===== config.mk =====
export PLATFORM = sky130hd
export DESIGN_NAME = oriented_thruster_slew_control_flat
export DESIGN_NICKNAME = d
export VERILOG_FILES = /design/src/otsc_pkg.sv /design/src/otsc_if.sv /design/src/oriented_thruster_slew_control.sv /design/src/flat_wrapper.sv
export SDC_FILE = /design/constraint.sdc
export NUM_CORES = 2
export LEC_CHECK = 0
export BUFFER_PORTS_ARGS = -buffer_cell sky130_fd_sc_hd__buf_2
export CAP_MARGIN = 25
export CELL_PAD_IN_SITES_DETAIL_PLACEMENT = 1
export CELL_PAD_IN_SITES_GLOBAL_PLACEMENT = 1
export CORE_MARGIN = 2
export CORE_UTILIZATION = 30
export CTS_BUF_LIST = sky130_fd_sc_hd__clkbuf_16
export DETAILED_ROUTE_END_ITERATION = 8
export PLACE_DENSITY = 0.58
export SETUP_SLACK_MARGIN = 0.4
export SLEW_MARGIN = 5
export SYNTH_ARGS = -nofsm -noshare
export SYNTH_HDL_FRONTEND = slang
export SYNTH_SLANG_ARGS = --single-unit

===== constraint.sdc =====
create_clock -name clock -period 9.45 [get_ports clock]
set_input_delay 1.89 -clock clock [delete_from_list [all_inputs] [get_ports clock]]
set_output_delay 1.89 -clock clock [all_outputs]
set_load 0.05 [all_outputs]

===== src/otsc_pkg.sv =====
// Package: shared types and constants for the oriented thruster slew controller.
package otsc_pkg;

   localparam int NumLegsDefault = 6;
   localparam int CordicSteps = 20;

   localparam logic [12:0] MagMax = 13'd6144;
   localparam logic [12:0] MagPark = 13'd205;
   localparam logic [31:0] RawRetractSq = 32'd168100;
   localparam logic [9:0] ScaleRetract = 10'd819;
   localparam logic [9:0] ScalePark = 10'd205;

   localparam logic [0:0] CsrParkAngle = 1'b0;
   localparam logic [0:0] CsrKneePoint = 1'b1;

   typedef enum logic [3:0] {
      ST_IDLE,
      ST_SQUARE_X,
      ST_SQUARE_Y,
      ST_CORDIC,
      ST_SQRT,
      ST_SELECT,
      ST_SLEW,
      ST_DIVIDE,
      ST_AMP,
      ST_DONE
   } state_type;

   function automatic logic [19:0] atan_entry(input logic [4:0] i);
      logic [19:0] v;
      case (i)
         5'd0: v = 20'd823550;
         5'd1: v = 20'd486170;
         5'd2: v = 20'd256879;
         5'd3: v = 20'd130396;
         5'd4: v = 20'd65451;
         5'd5: v = 20'd32757;
         5'd6: v = 20'd16383;
         5'd7: v = 20'd8192;
         5'd8: v = 20'd4096;
         5'd9: v = 20'd2048;
         5'd10: v = 20'd1024;
         5'd11: v = 20'd512;
         5'd12: v = 20'd256;
         5'd13: v = 20'd128;
         5'd14: v = 20'd64;
         5'd15: v = 20'd32;
         5'd16: v = 20'd16;
         5'd17: v = 20'd8;
         5'd18: v = 20'd4;
         5'd19: v = 20'd2;
         default: v = 20'd0;
      endcase
      return v;
   endfunction

endpackage


===== src/otsc_if.sv =====
// Interfaces: request, response and register-write channels.
interface otsc_req_if;
   logic        valid;
   logic        ready;
   logic [2:0]  leg;
   logic signed [15:0] x_thrust;
   logic signed [15:0] y_thrust;
   logic [14:0] slew_limit;
   modport source (output valid, leg, x_thrust, y_thrust, slew_limit, input ready);
   modport sink (input valid, leg, x_thrust, y_thrust, slew_limit, output ready);
endinterface

interface otsc_rsp_if;
   logic        valid;
   logic        ready;
   logic [12:0] amplitude;
   logic signed [15:0] new_angle;
   modport source (output valid, amplitude, new_angle, input ready);
   modport sink (input valid, amplitude, new_angle, output ready);
endinterface

interface otsc_csr_if;
   logic        valid;
   logic        ready;
   logic [0:0]  index;
   logic [15:0] data;
   modport source (output valid, index, data, input ready);
   modport sink (input valid, index, data, output ready);
endinterface


===== src/oriented_thruster_slew_control.sv =====
// Top level: sequenced controller turning thrust demands into flipper angle and amplitude.
//
// Usage:
//   req_ carries one item per leg update: leg, x_thrust, y_thrust, slew_limit.
//   rsp_ returns one item per request: amplitude and the new flipper angle.
//   csr_ writes park_angle (index 0) and knee_point (index 1); always ready.
// A sequencer steps through the work, reusing a squarer and a multiplier:
//   the squares of x and y, 20 CORDIC iterations, 16 square-root iterations,
//   a select state, a slew state, 12 restoring-division iterations and
//   an amplitude state; the result is then held valid in the done state.
// The request side is ready only in idle; the next item is taken in the cycle
// after the result leaves, so only one item is worked on at a time.
// A stalled receiver holds the result in the output register and the block
// waits in its done state.
// Reset returns the sequencer to idle, clears every stored leg angle to zero
// and loads both registers with 3217. No clearing pass is needed.
module oriented_thruster_slew_control
   import otsc_pkg::*;
#(
   parameter int NUM_LEGS = NumLegsDefault
) (
   input logic clock,
   input logic reset,
   otsc_req_if.sink req_ch,
   otsc_rsp_if.source rsp_ch,
   otsc_csr_if.sink csr_ch
);

   localparam int LegW = (NUM_LEGS > 1) ? $clog2(NUM_LEGS) : 1;

   state_type state_ff, state_in;
   logic [4:0] cnt_ff, cnt_in;

   logic [13:0] park_ff;
   logic [14:0] knee_ff;
   logic signed [15:0] angle_ff [NUM_LEGS];

   logic [2:0] leg_ff;
   logic signed [15:0] x_ff, y_ff;
   logic [15:0] slew_ff, slew_in;
   logic [31:0] raw_ff, raw_in;
   logic signed [13:0] xc_ff;
   logic [12:0] yc_ff;
   logic signed [37:0] vx_ff, vx_in, vy_ff, vy_in;
   logic signed [24:0] z_ff, z_in;
   logic [31:0] rem_ff, rem_in, res_ff, res_in, bit_ff, bit_in;
   logic [12:0] mag_ff, mag_in;
   logic signed [16:0] target_ff, target_in;
   logic [17:0] adelta_ff, adelta_in;
   logic [32:0] div_ff, div_in;
   logic [12:0] quo_ff, quo_in;
   logic [12:0] amp_ff, amp_in;
   logic signed [15:0] newang_ff, newang_in;
   logic ratio_zero_ff, ratio_zero_in;

   logic leg_ok;
   logic [LegW-1:0] leg_idx;
   logic signed [15:0] cur;
   logic [14:0] knee;
   logic signed [31:0] sq;
   logic signed [15:0] sq_a;
   logic [27:0] mult;
   logic [14:0] mult_a;
   logic [12:0] mult_b;

   assign leg_ok = ({2'b00, leg_ff} < 5'(NUM_LEGS));
   assign leg_idx = LegW'(leg_ff);
   assign cur = leg_ok ? angle_ff[leg_idx] : 16'sd0;
   assign knee = (knee_ff == 15'd0) ? 15'd1 : knee_ff;
   assign sq = sq_a * sq_a;
   assign mult = mult_a * mult_b;
   assign req_ch.ready = (state_ff == ST_IDLE);
   assign csr_ch.ready = 1'b1;
   assign rsp_ch.valid = (state_ff == ST_DONE);
   assign rsp_ch.amplitude = amp_ff;
   assign rsp_ch.new_angle = newang_ff;

   always_ff @(posedge clock) begin
      if (reset) begin
         state_ff <= ST_IDLE;
         park_ff <= 14'd3217;
         knee_ff <= 15'd3217;
         for (int i = 0; i < NUM_LEGS; i++) angle_ff[i] <= 16'sd0;
      end else begin
         state_ff <= state_in;
         if (csr_ch.valid) begin
            unique case (csr_ch.index)
               CsrParkAngle: park_ff <= csr_ch.data[13:0];
               CsrKneePoint: knee_ff <= csr_ch.data[14:0];
               default: ;
            endcase
         end
         if (state_ff == ST_AMP && leg_ok) angle_ff[leg_idx] <= newang_in;
      end
   end

   always_ff @(posedge clock) begin
      cnt_ff <= cnt_in;
      if (req_ch.valid && req_ch.ready) begin
         leg_ff <= req_ch.leg;
         x_ff <= req_ch.x_thrust;
         y_ff <= req_ch.y_thrust;
      end
      slew_ff <= (req_ch.valid && req_ch.ready) ? {1'b0, req_ch.slew_limit} : slew_in;
      raw_ff <= raw_in;
      if (state_ff == ST_SQUARE_X) begin
         xc_ff <= (x_ff > 16'sd6144) ? 14'sd6144 :
                  (x_ff < -16'sd6144) ? -14'sd6144 : x_ff[13:0];
         yc_ff <= (y_ff > 16'sd4096) ? 13'd4096 : (y_ff < 0) ? 13'd0 : y_ff[12:0];
      end
      vx_ff <= vx_in; vy_ff <= vy_in; z_ff <= z_in;
      rem_ff <= rem_in; res_ff <= res_in; bit_ff <= bit_in;
      mag_ff <= mag_in; target_ff <= target_in; adelta_ff <= adelta_in;
      div_ff <= div_in; quo_ff <= quo_in; amp_ff <= amp_in;
      newang_ff <= newang_in; ratio_zero_ff <= ratio_zero_in;
   end

   always_comb begin
      logic signed [37:0] dx, dy;
      logic [31:0] trial;
      logic signed [16:0] p, c17, delta, step, sl;
      logic [33:0] dtrial;
      logic [12:0] ratio;
      logic [27:0] amp_full;
      logic signed [31:0] xc_w;
      logic [31:0] yc_w;
      state_in = state_ff;
      cnt_in = cnt_ff;
      slew_in = slew_ff; raw_in = raw_ff;
      vx_in = vx_ff; vy_in = vy_ff; z_in = z_ff;
      rem_in = rem_ff; res_in = res_ff; bit_in = bit_ff;
      mag_in = mag_ff; target_in = target_ff; adelta_in = adelta_ff;
      div_in = div_ff; quo_in = quo_ff; amp_in = amp_ff;
      newang_in = newang_ff; ratio_zero_in = ratio_zero_ff;
      sq_a = x_ff;
      mult_a = slew_ff[14:0];
      mult_b = mag_ff;
      dx = vy_ff >>> cnt_ff;
      dy = vx_ff >>> cnt_ff;
      trial = res_ff + bit_ff;
      p = {3'b000, park_ff};
      c17 = {cur[15], cur};
      delta = target_ff - c17;
      sl = {1'b0, slew_ff};
      dtrial = {div_ff[32:0], 1'b0} - {19'd0, knee};
      ratio = 13'd4096 - quo_ff;
      amp_full = 28'd0;
      step = 17'sd0;
      xc_w = 32'(xc_ff);
      yc_w = {19'd0, yc_ff};
      unique case (state_ff)
         ST_IDLE: begin
            if (req_ch.valid) state_in = ST_SQUARE_X;
         end
         ST_SQUARE_X: begin
            sq_a = x_ff;
            raw_in = sq;
            state_in = ST_SQUARE_Y;
         end
         ST_SQUARE_Y: begin
            sq_a = y_ff;
            raw_in = raw_ff + sq;
            vx_in = {{9{1'b0}}, yc_ff, 16'd0};
            vy_in = {{8{xc_ff[13]}}, xc_ff, 16'd0};
            z_in = 25'sd0;
            cnt_in = 5'd0;
            state_in = ST_CORDIC;
         end
         ST_CORDIC: begin
            if (vy_ff >= 0) begin
               vx_in = vx_ff + dx; vy_in = vy_ff - dy;
               z_in = z_ff + $signed({5'd0, atan_entry(cnt_ff)});
            end else begin
               vx_in = vx_ff - dx; vy_in = vy_ff + dy;
               z_in = z_ff - $signed({5'd0, atan_entry(cnt_ff)});
            end
            cnt_in = cnt_ff + 5'd1;
            if (cnt_ff == 5'(CordicSteps - 1)) begin
               rem_in = 32'(xc_w * xc_w) + yc_w * yc_w;
               res_in = 32'd0;
               bit_in = 32'h4000_0000;
               cnt_in = 5'd0;
               state_in = ST_SQRT;
            end
         end
         ST_SQRT: begin
            // fixed 16 digit steps; leading zero steps leave res at zero
            if (rem_ff >= trial) begin
               rem_in = rem_ff - trial;
               res_in = (res_ff >> 1) + bit_ff;
            end else begin
               res_in = res_ff >> 1;
            end
            bit_in = bit_ff >> 2;
            cnt_in = cnt_ff + 5'd1;
            if (cnt_ff == 5'd15) state_in = ST_SELECT;
         end
         ST_SELECT: begin
            mag_in = (res_ff > 32'(MagMax)) ? MagMax : res_ff[12:0];
            if (xc_ff == 0) target_in = 17'sd0;
            else target_in = 17'((z_ff + 25'sd128) >>> 8);
            state_in = ST_SLEW;
         end
         ST_SLEW: begin
            if (mag_ff < MagPark) begin
               if (raw_ff > RawRetractSq) begin
                  target_in = 17'sd0;
                  mult_b = {3'd0, ScaleRetract};
               end else begin
                  target_in = (c17 > p) ? p : (c17 < -p) ? -p : c17;
                  mult_b = {3'd0, ScalePark};
               end
            end
            slew_in = mult[27:12];
            delta = target_in - c17;
            adelta_in = delta[16] ? 18'(-delta) : {1'b0, delta};
            ratio_zero_in = (adelta_in >= {3'd0, knee});
            div_in = {15'd0, adelta_in};
            quo_in = 13'd0;
            cnt_in = 5'd0;
            state_in = ST_DIVIDE;
         end
         ST_DIVIDE: begin
            // restoring division of adelta*4096 by knee; adelta >= knee is flagged by ratio_zero
            if (!dtrial[33]) begin
               div_in = dtrial[32:0];
               quo_in = {quo_ff[11:0], 1'b1};
            end else begin
               div_in = {div_ff[31:0], 1'b0};
               quo_in = {quo_ff[11:0], 1'b0};
            end
            cnt_in = cnt_ff + 5'd1;
            if (cnt_ff == 5'd11) state_in = ST_AMP;
         end
         ST_AMP: begin
            mult_a = ratio_zero_ff ? 15'd0 : {2'b00, ratio};
            amp_full = mult;
            amp_in = amp_full[24:12];
            step = (delta > sl) ? sl : (delta < -sl) ? -sl : delta;
            step = step + c17;
            newang_in = (step > 17'sd32767) ? 16'sh7fff :
                        (step < -17'sd32768) ? 16'sh8000 : step[15:0];
            state_in = ST_DONE;
         end
         ST_DONE: begin
            if (rsp_ch.ready) state_in = ST_IDLE;
         end
         default: state_in = ST_IDLE;
      endcase
   end

`ifndef NO_ASSERTIONS
   a_amp_range: assert property (@(posedge clock) disable iff (reset)
      rsp_ch.valid |-> rsp_ch.amplitude <= MagMax)
      else $error("amplitude above 1.5");
   a_rsp_hold: assert property (@(posedge clock) disable iff (reset)
      rsp_ch.valid && !rsp_ch.ready |=> rsp_ch.valid && $stable(rsp_ch.new_angle))
      else $error("result dropped while stalled");
   a_no_accept_busy: assert property (@(posedge clock) disable iff (reset)
      state_ff != ST_IDLE |-> !req_ch.ready)
      else $error("request taken while busy");
   a_mag_range: assert property (@(posedge clock) disable iff (reset)
      state_ff == ST_SLEW |-> mag_ff <= MagMax)
      else $error("magnitude not clamped");
`endif

endmodule

===== src/flat_wrapper.sv =====
// flat-port wrapper written by rule: the top's interface ports become plain ports
module oriented_thruster_slew_control_flat import otsc_pkg::*;
#(
   parameter int NUM_LEGS = NumLegsDefault
)
  (clock, reset, req_ch_valid, req_ch_leg, req_ch_x_thrust, req_ch_y_thrust, req_ch_slew_limit, req_ch_ready, rsp_ch_valid, rsp_ch_amplitude, rsp_ch_new_angle, rsp_ch_ready, csr_ch_valid, csr_ch_index, csr_ch_data, csr_ch_ready);
  otsc_req_if req_ch_i ();
  otsc_rsp_if rsp_ch_i ();
  otsc_csr_if csr_ch_i ();
  input logic clock;
  input logic reset;
  input wire logic [$bits(req_ch_i.valid)-1:0] req_ch_valid;
  input wire logic [$bits(req_ch_i.leg)-1:0] req_ch_leg;
  input wire logic [$bits(req_ch_i.x_thrust)-1:0] req_ch_x_thrust;
  input wire logic [$bits(req_ch_i.y_thrust)-1:0] req_ch_y_thrust;
  input wire logic [$bits(req_ch_i.slew_limit)-1:0] req_ch_slew_limit;
  output wire logic [$bits(req_ch_i.ready)-1:0] req_ch_ready;
  output wire logic [$bits(rsp_ch_i.valid)-1:0] rsp_ch_valid;
  output wire logic [$bits(rsp_ch_i.amplitude)-1:0] rsp_ch_amplitude;
  output wire logic [$bits(rsp_ch_i.new_angle)-1:0] rsp_ch_new_angle;
  input wire logic [$bits(rsp_ch_i.ready)-1:0] rsp_ch_ready;
  input wire logic [$bits(csr_ch_i.valid)-1:0] csr_ch_valid;
  input wire logic [$bits(csr_ch_i.index)-1:0] csr_ch_index;
  input wire logic [$bits(csr_ch_i.data)-1:0] csr_ch_data;
  output wire logic [$bits(csr_ch_i.ready)-1:0] csr_ch_ready;
  assign req_ch_i.valid = req_ch_valid;
  assign req_ch_i.leg = req_ch_leg;
  assign req_ch_i.x_thrust = req_ch_x_thrust;
  assign req_ch_i.y_thrust = req_ch_y_thrust;
  assign req_ch_i.slew_limit = req_ch_slew_limit;
  assign req_ch_ready = req_ch_i.ready;
  assign rsp_ch_valid = rsp_ch_i.valid;
  assign rsp_ch_amplitude = rsp_ch_i.amplitude;
  assign rsp_ch_new_angle = rsp_ch_i.new_angle;
  assign rsp_ch_i.ready = rsp_ch_ready;
  assign csr_ch_i.valid = csr_ch_valid;
  assign csr_ch_i.index = csr_ch_index;
  assign csr_ch_i.data = csr_ch_data;
  assign csr_ch_ready = csr_ch_i.ready;
  oriented_thruster_slew_control #(.NUM_LEGS(NUM_LEGS)) u_core (.clock(clock), .reset(reset), .req_ch(req_ch_i), .rsp_ch(rsp_ch_i), .csr_ch(csr_ch_i));
endmodule

# --- After elaboration in Yosys (flattened, before gate mapping) ---
# Memory sizes are Yosys's and may differ from the RTL's. A register that Yosys moved wholly into a read port is not among the register bits.
# Index checks and enable logic that the tools add are counted.
word_totals:
  regBits: 451
  mem_bits_rw: 96
  romBits: 1280
  in_bits: 72
  mem_count: 3
memory_table:
  columns: ["name", "depth", "word_bits", "read_ports", "rd_clocked_by_memory_dff", "wr", "line", "rtl"]
  rows:
  - ["(name not given)", 32, 20, 1, 1, 0, "otsc_pkg.sv:31", "case (i)"]
  - ["(name not given)", 32, 20, 1, 1, 0, "otsc_pkg.sv:31", null]
  - ["u_core.angle_ff", 6, 16, 1, 1, 6, "oriented_thruster_slew_control.sv:36", "logic signed [15:0] angle_ff [NUM_LEGS];"]
classes:
  n_addsub: 21
  n_mul: 4
  magnitude_cmp: 17
  eq_ne: 18
  shifts: 2
  muxes: 67
  n_bitwise: 1
  n_reduce_logical: 22
op_table:
  columns: ["operator", "n"]
  rows:
  - ["one-hot mux 32 bit (2 select lines)", 4]
  - ["2-to-1 mux 32 bit", 5]
  - ["one-hot mux 38 bit (2 select lines)", 2]
  - ["2-to-1 mux 17 bit", 8]
  - ["2-to-1 mux 16 bit", 7]
  - ["2-to-1 mux 20 bit", 4]
  - ["adder 38 bit", 2]
  - ["2-to-1 mux 38 bit", 2]
  - [">>> shifter 38 x 5 -> 38 bit", 2]
  - ["subtractor 38 bit", 2]
  - ["one-hot mux 33 bit (2 select lines)", 1]
  - ["adder 32 bit", 2]
  - ["2-to-1 mux 13 bit", 4]
  - ["one-hot mux 25 bit (2 select lines)", 1]
  - ["2-to-1 mux 15 bit", 3]
  - ["one-hot mux 4 bit (10 select lines)", 1]
  - ["greater-or-equal comparator 38 x 1 -> 1 bit (second input constant)", 1]
  - ["one-hot mux 17 bit (2 select lines)", 1]
  - ["subtractor 17 x 16 -> 17 bit", 2]
  - ["subtractor 34 x 15 -> 34 bit", 1]
  - ["2-to-1 mux 33 bit", 1]
  - ["adder 31 x 32 -> 32 bit", 1]
  - ["adder 32 x 26 -> 32 bit", 1]
  - ["greater-or-equal comparator 32 bit", 1]
  - ["58 further kinds", 93]

# --- Logic depth before layout (Yosys ltp) ---
depth:
  word_depth: 12
  mapped_depth: 44
  mapped_depth_nobuf: 40

# --- Worst setup path before layout ---
# No wires, ideal clock.
synth_path:
  path_type: "flip-flop to flip-flop"
  from: "reg u_core.state_ff[1]"
  to: "reg u_core.raw_ff[31] (data pin)"
  setup_time_ns: 0.260
  arrival_time_ns: 9.383
  path_slack_ns: -0.193
  stages_incl_launch_ff: 34
  path_buffers: 1
  period_less_slack_ns: 9.643
  path_cell_list: "dfxtp_1 > clkbuf_1 > nand2_1 > nor3_1 > mux2i_1 > clkinv_1 > fa_1 > fa_1 > ha_1 > ha_1 > inv_1 > fa_1 > fa_1 > inv_1 > ha_1 > o21a_1 > a2111oi_0 > nor2_1 > a21oi_1 > o21bai_1 > a21oi_1 > xnor2_1 > ha_1 > a21o_1 > a21o_1 > a21o_1 > a221o_1 > or3b_2 > o21ai_0 > a21oi_1 > a41oi_1 > nand4_1 > o311a_1 > xnor2_1"
synth_between:
  elab_chain_cells: 5
synth_lines:
  columns: ["element", "line", "rtl"]
  rows:
  - ["start: declaration", "oriented_thruster_slew_control.sv:31", "state_type state_ff, state_in;"]
  - ["start signal: assignment", "oriented_thruster_slew_control.sv:85", "state_ff <= state_in;"]
  - ["== test 4 x 2 -> 1 bit", "oriented_thruster_slew_control.sv:151", "unique case (state_ff)"]
  - ["2-to-1 mux 16 bit", "oriented_thruster_slew_control.sv:151", null]
  - ["multiplier 16 x 16 -> 32 bit", "oriented_thruster_slew_control.sv:70", "assign sq = sq_a * sq_a;"]
  - ["adder 32 bit", "oriented_thruster_slew_control.sv:162", "raw_in = raw_ff + sq;"]
  - ["one-hot mux 32 bit (2 select lines) *", "oriented_thruster_slew_control.sv:151", null]
  - ["via u_core.raw_in[31]", "oriented_thruster_slew_control.sv:41", "logic [31:0] raw_ff, raw_in;"]
  - ["end signal: assignment", "oriented_thruster_slew_control.sv:105", "raw_ff <= raw_in;"]
  - ["end: declaration", "oriented_thruster_slew_control.sv:41", null]
# Mark *: on every way through the listed nets, which the timed path passes. The rest lies on a longest branch.
# A chain may end at the register's enable or synchronous reset.

# --- Final worst setup path ---
layout_path:
  from: "reg u_core.state_ff[3]"
  to: "reg u_core.raw_ff[31] (data pin)"
# Same word-level chain as after synthesis.

==> metrics.csv <==
metric;value;unit
R2R setup slack;0.59;ns
Hold Crit Class;reg -> reg;
remaining routing DRC violations;0;
yosys warns;0;
Largest stage delay, worst path;0.57;ns
die area;0.2490;mm^2
RePlAce Congestion;0.8745;
insertion delay to the later sink of the worst-skew pair;0.77;ns
Req. time, crit path;9.91;ns
worst-case clock buffer depth;3;
Initial Util;0.3019;
Vias/cell;5.153;
clk_skew;0.07788;ns
register area;0.01687;mm^2
Root Driver;clkbuf_16;
wire per inst;20.70;um
Worst-Margin Slew;1.277;ns
fin area;0.08393;mm^2
# fillers;27930;
grt ovf;0;
synthesized area per cell;9.374;um^2
RSZ-0062 raised after global routing;false;
total number of vias;59100;
share of layout cells above drive strength 1;0.1284;
number of global-route vias before repair;63110;
P&R area growth vs syn;14.18;%
I/O pins;104;
most frequent cells in the layout;913 x inv_1, 795 x nand2_1, 679 x fa_1, 634 x ha_1, 552 x nor2_1;
pin count of the biggest net entering global routing;86;
Hold Path Stages;2;
worst reg-to-reg path cell count;36;
CTS sink count;586;
area of the multi-input gates;0.05281;mm^2
reg-to-reg startpoint;u_core.state_ff[3]$_SDFFE_PP0P_;
total core area;0.2435;mm^2
CTS clk-pin slew, worst paths;0.06;ns
CTS tree;built;
highest clock rate;112.9;MHz
main flop type after synthesis;edfxtp_1;
CTS buffer count;81;
# rows;181;
post-synthesis sequential element count;586;
Setup-failing EPs final;0;
asr flop ratio synth;0;
Critical Path Sink Type;flop;
Worst EP arrival;9.33;ns
final antenna-violating net count;0;
initial antenna violation count;7;
Critical Setup Path Class;reg -> reg;
Final Critical Period;8.861;ns
Cell variety after synth;112;
reg2reg end;u_core.raw_ff[31]$_DFFE_PP_;
dpl cell area;0.07974;mm^2
dpl hpwl;188.7;mm
Post-Synthesis Cells;7841;
Max Cap Violations;0;
H-tree depth;3;
commonest non-fill, non-tap cell in the layout;inv_1;
# port buffers;101;
1st-iter DRT viols;2993;
Slew HR;0.1489;
Post-synth EDFFs;513;
worst hold path startpoint;u_core.rsp_ch.new_angle[0]$_DFF_P_;
detailed-router iteration count before antenna repair;5;
Worst Hold End;u_core.rsp_ch.new_angle[0]$_DFF_P_;
synthesized area;0.07350;mm^2
Die Y;499.0;um
Final Max Tran Viols;0;
Worst path slowest cell;fa_2;
register area share after synthesis;0.2295;
Die W;499.0;um
drt total wl;237.3;mm
startpoint types;flop;
final worst-path cycle share;0.9376;
Final nets;9591;
status;finished clean;
final-report hold violation count;0;
global-route wire length before repair;368.6;mm
Critical Path Fanout Max;7;
most used cell, CP;fa_1;
Total GRT Usage;0.1865;
## cell type report
class                           instances  share of cell area
Antenna cell                            9           0.0002683
Timing Repair Buffer                  531             0.04864
Inverter                              921             0.04155
Clock buffer                           82             0.02445
Multi-Input combinational cell       6069              0.6292
Sequential cell                       586              0.2010
Clock inverter                         68            0.007156
Tap cell                             3202             0.04773
## worst max-delay path, delay by kind of cell (launching register included)
kind            cells  cell delay [ns]
mux                 1             0.22
xor+xnor            2             0.30
compound gates     10             1.89
buf+inv             7             0.74
flops               1             0.32
fa+ha+maj           8             3.59
simple gates        8             1.57
## cell usage after synthesis (33+ instances only)
master	number	area, um^2
a211oi_1	62	465.5
a21o_1	152	1141
a21oi_1	412	2062
a31oi_1	76	475.5
and2_1	201	1257
and3_1	44	275.3
buf_1	33	123.9
clkbuf_1	223	837.1
dfxtp_1	73	1461
edfxtp_1	513	15400
fa_1	683	13670
ha_1	646	8083
inv_1	909	3412
mux2i_1	108	1081
mux4_2	108	2432
nand2_1	805	3022
nand2b_1	63	394.1
nand3_1	99	495.5
nand4_1	44	275.3
nor2_1	574	2155
nor2b_1	77	481.7
nor3_1	233	1166
nor4_1	49	306.5
o211ai_1	36	270.3
o21a_1	87	653.1
o21ai_0	350	1752
o21bai_1	52	390.4
o31ai_1	61	457.9
or2_2	36	225.2
or3_1	72	450.4
xnor2_1	303	2654
xor2_1	184	1612
## sequential cells by signal, summed over array words and instances (netlist names), 14 cells and up, named ones only
signal,count
u_core.angle_ff,128
u_core.vx_ff,38
u_core.vy_ff,38
u_core.div_ff,33
u_core.raw_ff,32
u_core.rem_ff,32
u_core.res_ff,32
u_core.z_ff,25
u_core.target_ff,17
u_core.bit_ff,16
u_core.rsp_ch.new_angle,16
u_core.slew_ff,16
u_core.x_ff,16
u_core.y_ff,16
u_core.knee_ff,15
u_core.park_ff,14
u_core.xc_ff,14
## routing by layer
metal	track usage	vias to the layer above	part of all wire
met1	0.2495	30130	0.46
met4	0.04242	0	0.024
li1	-	27860	-
met3	0.02111	215	0.035
met5	0	-	0
met2	0.3214	886	0.48
## repair_timing
| item | 4_1_cts | 5_1_grt |
|---|---|---|
| buffers inserted | 6 | 59 |
| hold buffers | 0 | 0 |
| pin swaps | 7 | 77 |
| setup endpoints to repair | 144 | 168 |
| cloned | 0 | 3 |
| resized for setup | 33 | 184 |
## cell families after synthesis
family                     share of synthesized area
adders and majority gates                     0.2961
DFF                                           0.2295
buffers and inverters                        0.06622
AOI/OAI and AO/OA                             0.1351
other                                      0.0001022
xor gates and xnor gates                     0.05825
muxes                                        0.06201
and+or+nand+nor                               0.1527
## how the worst max path moves through the flow
stage                                                from  cells after the start                                to  slack (ns)
final                     u_core.state_ff[3]$_SDFFE_PP0P_                     36       u_core.raw_ff[31]$_DFFE_PP_        0.59
after global routing      u_core.state_ff[3]$_SDFFE_PP0P_                     33       u_core.raw_ff[31]$_DFFE_PP_        0.34
after CTS                 u_core.state_ff[3]$_SDFFE_PP0P_                     38       u_core.raw_ff[28]$_DFFE_PP_        0.41
after detailed placement                             flop                     36  u_core.angle_ff[5][12]$_DFFE_PP_       -0.06
after global placement    u_core.state_ff[3]$_SDFFE_PP0P_                     37       u_core.raw_ff[31]$_DFFE_PP_       -0.01
after floorplan                                      flop                     41  u_core.angle_ff[5][10]$_DFFE_PP_        0.38
## through the flow
stage,hold WS [ns],setup WS (ns),cells,setup TNS [ns],util
2_1_floorplan,0.4438,0.3757,7875,0,-
3_3_place_gp,0.4479,-0.01066,11230,-0.01066,0.3274
3_5_place_dp,0.4481,-0.06457,11240,-0.5148,0.3275
4_1_cts,0.4591,0.4117,11390,0,0.3392
5_1_grt,0.4902,0.3450,11460,0,0.3447
6_report,0.4512,0.5893,11470,0,0.3447
Power is left out: the tool's default activity adds up to more than one toggle a clock period on the data nets, which glitch-free logic cannot reach.
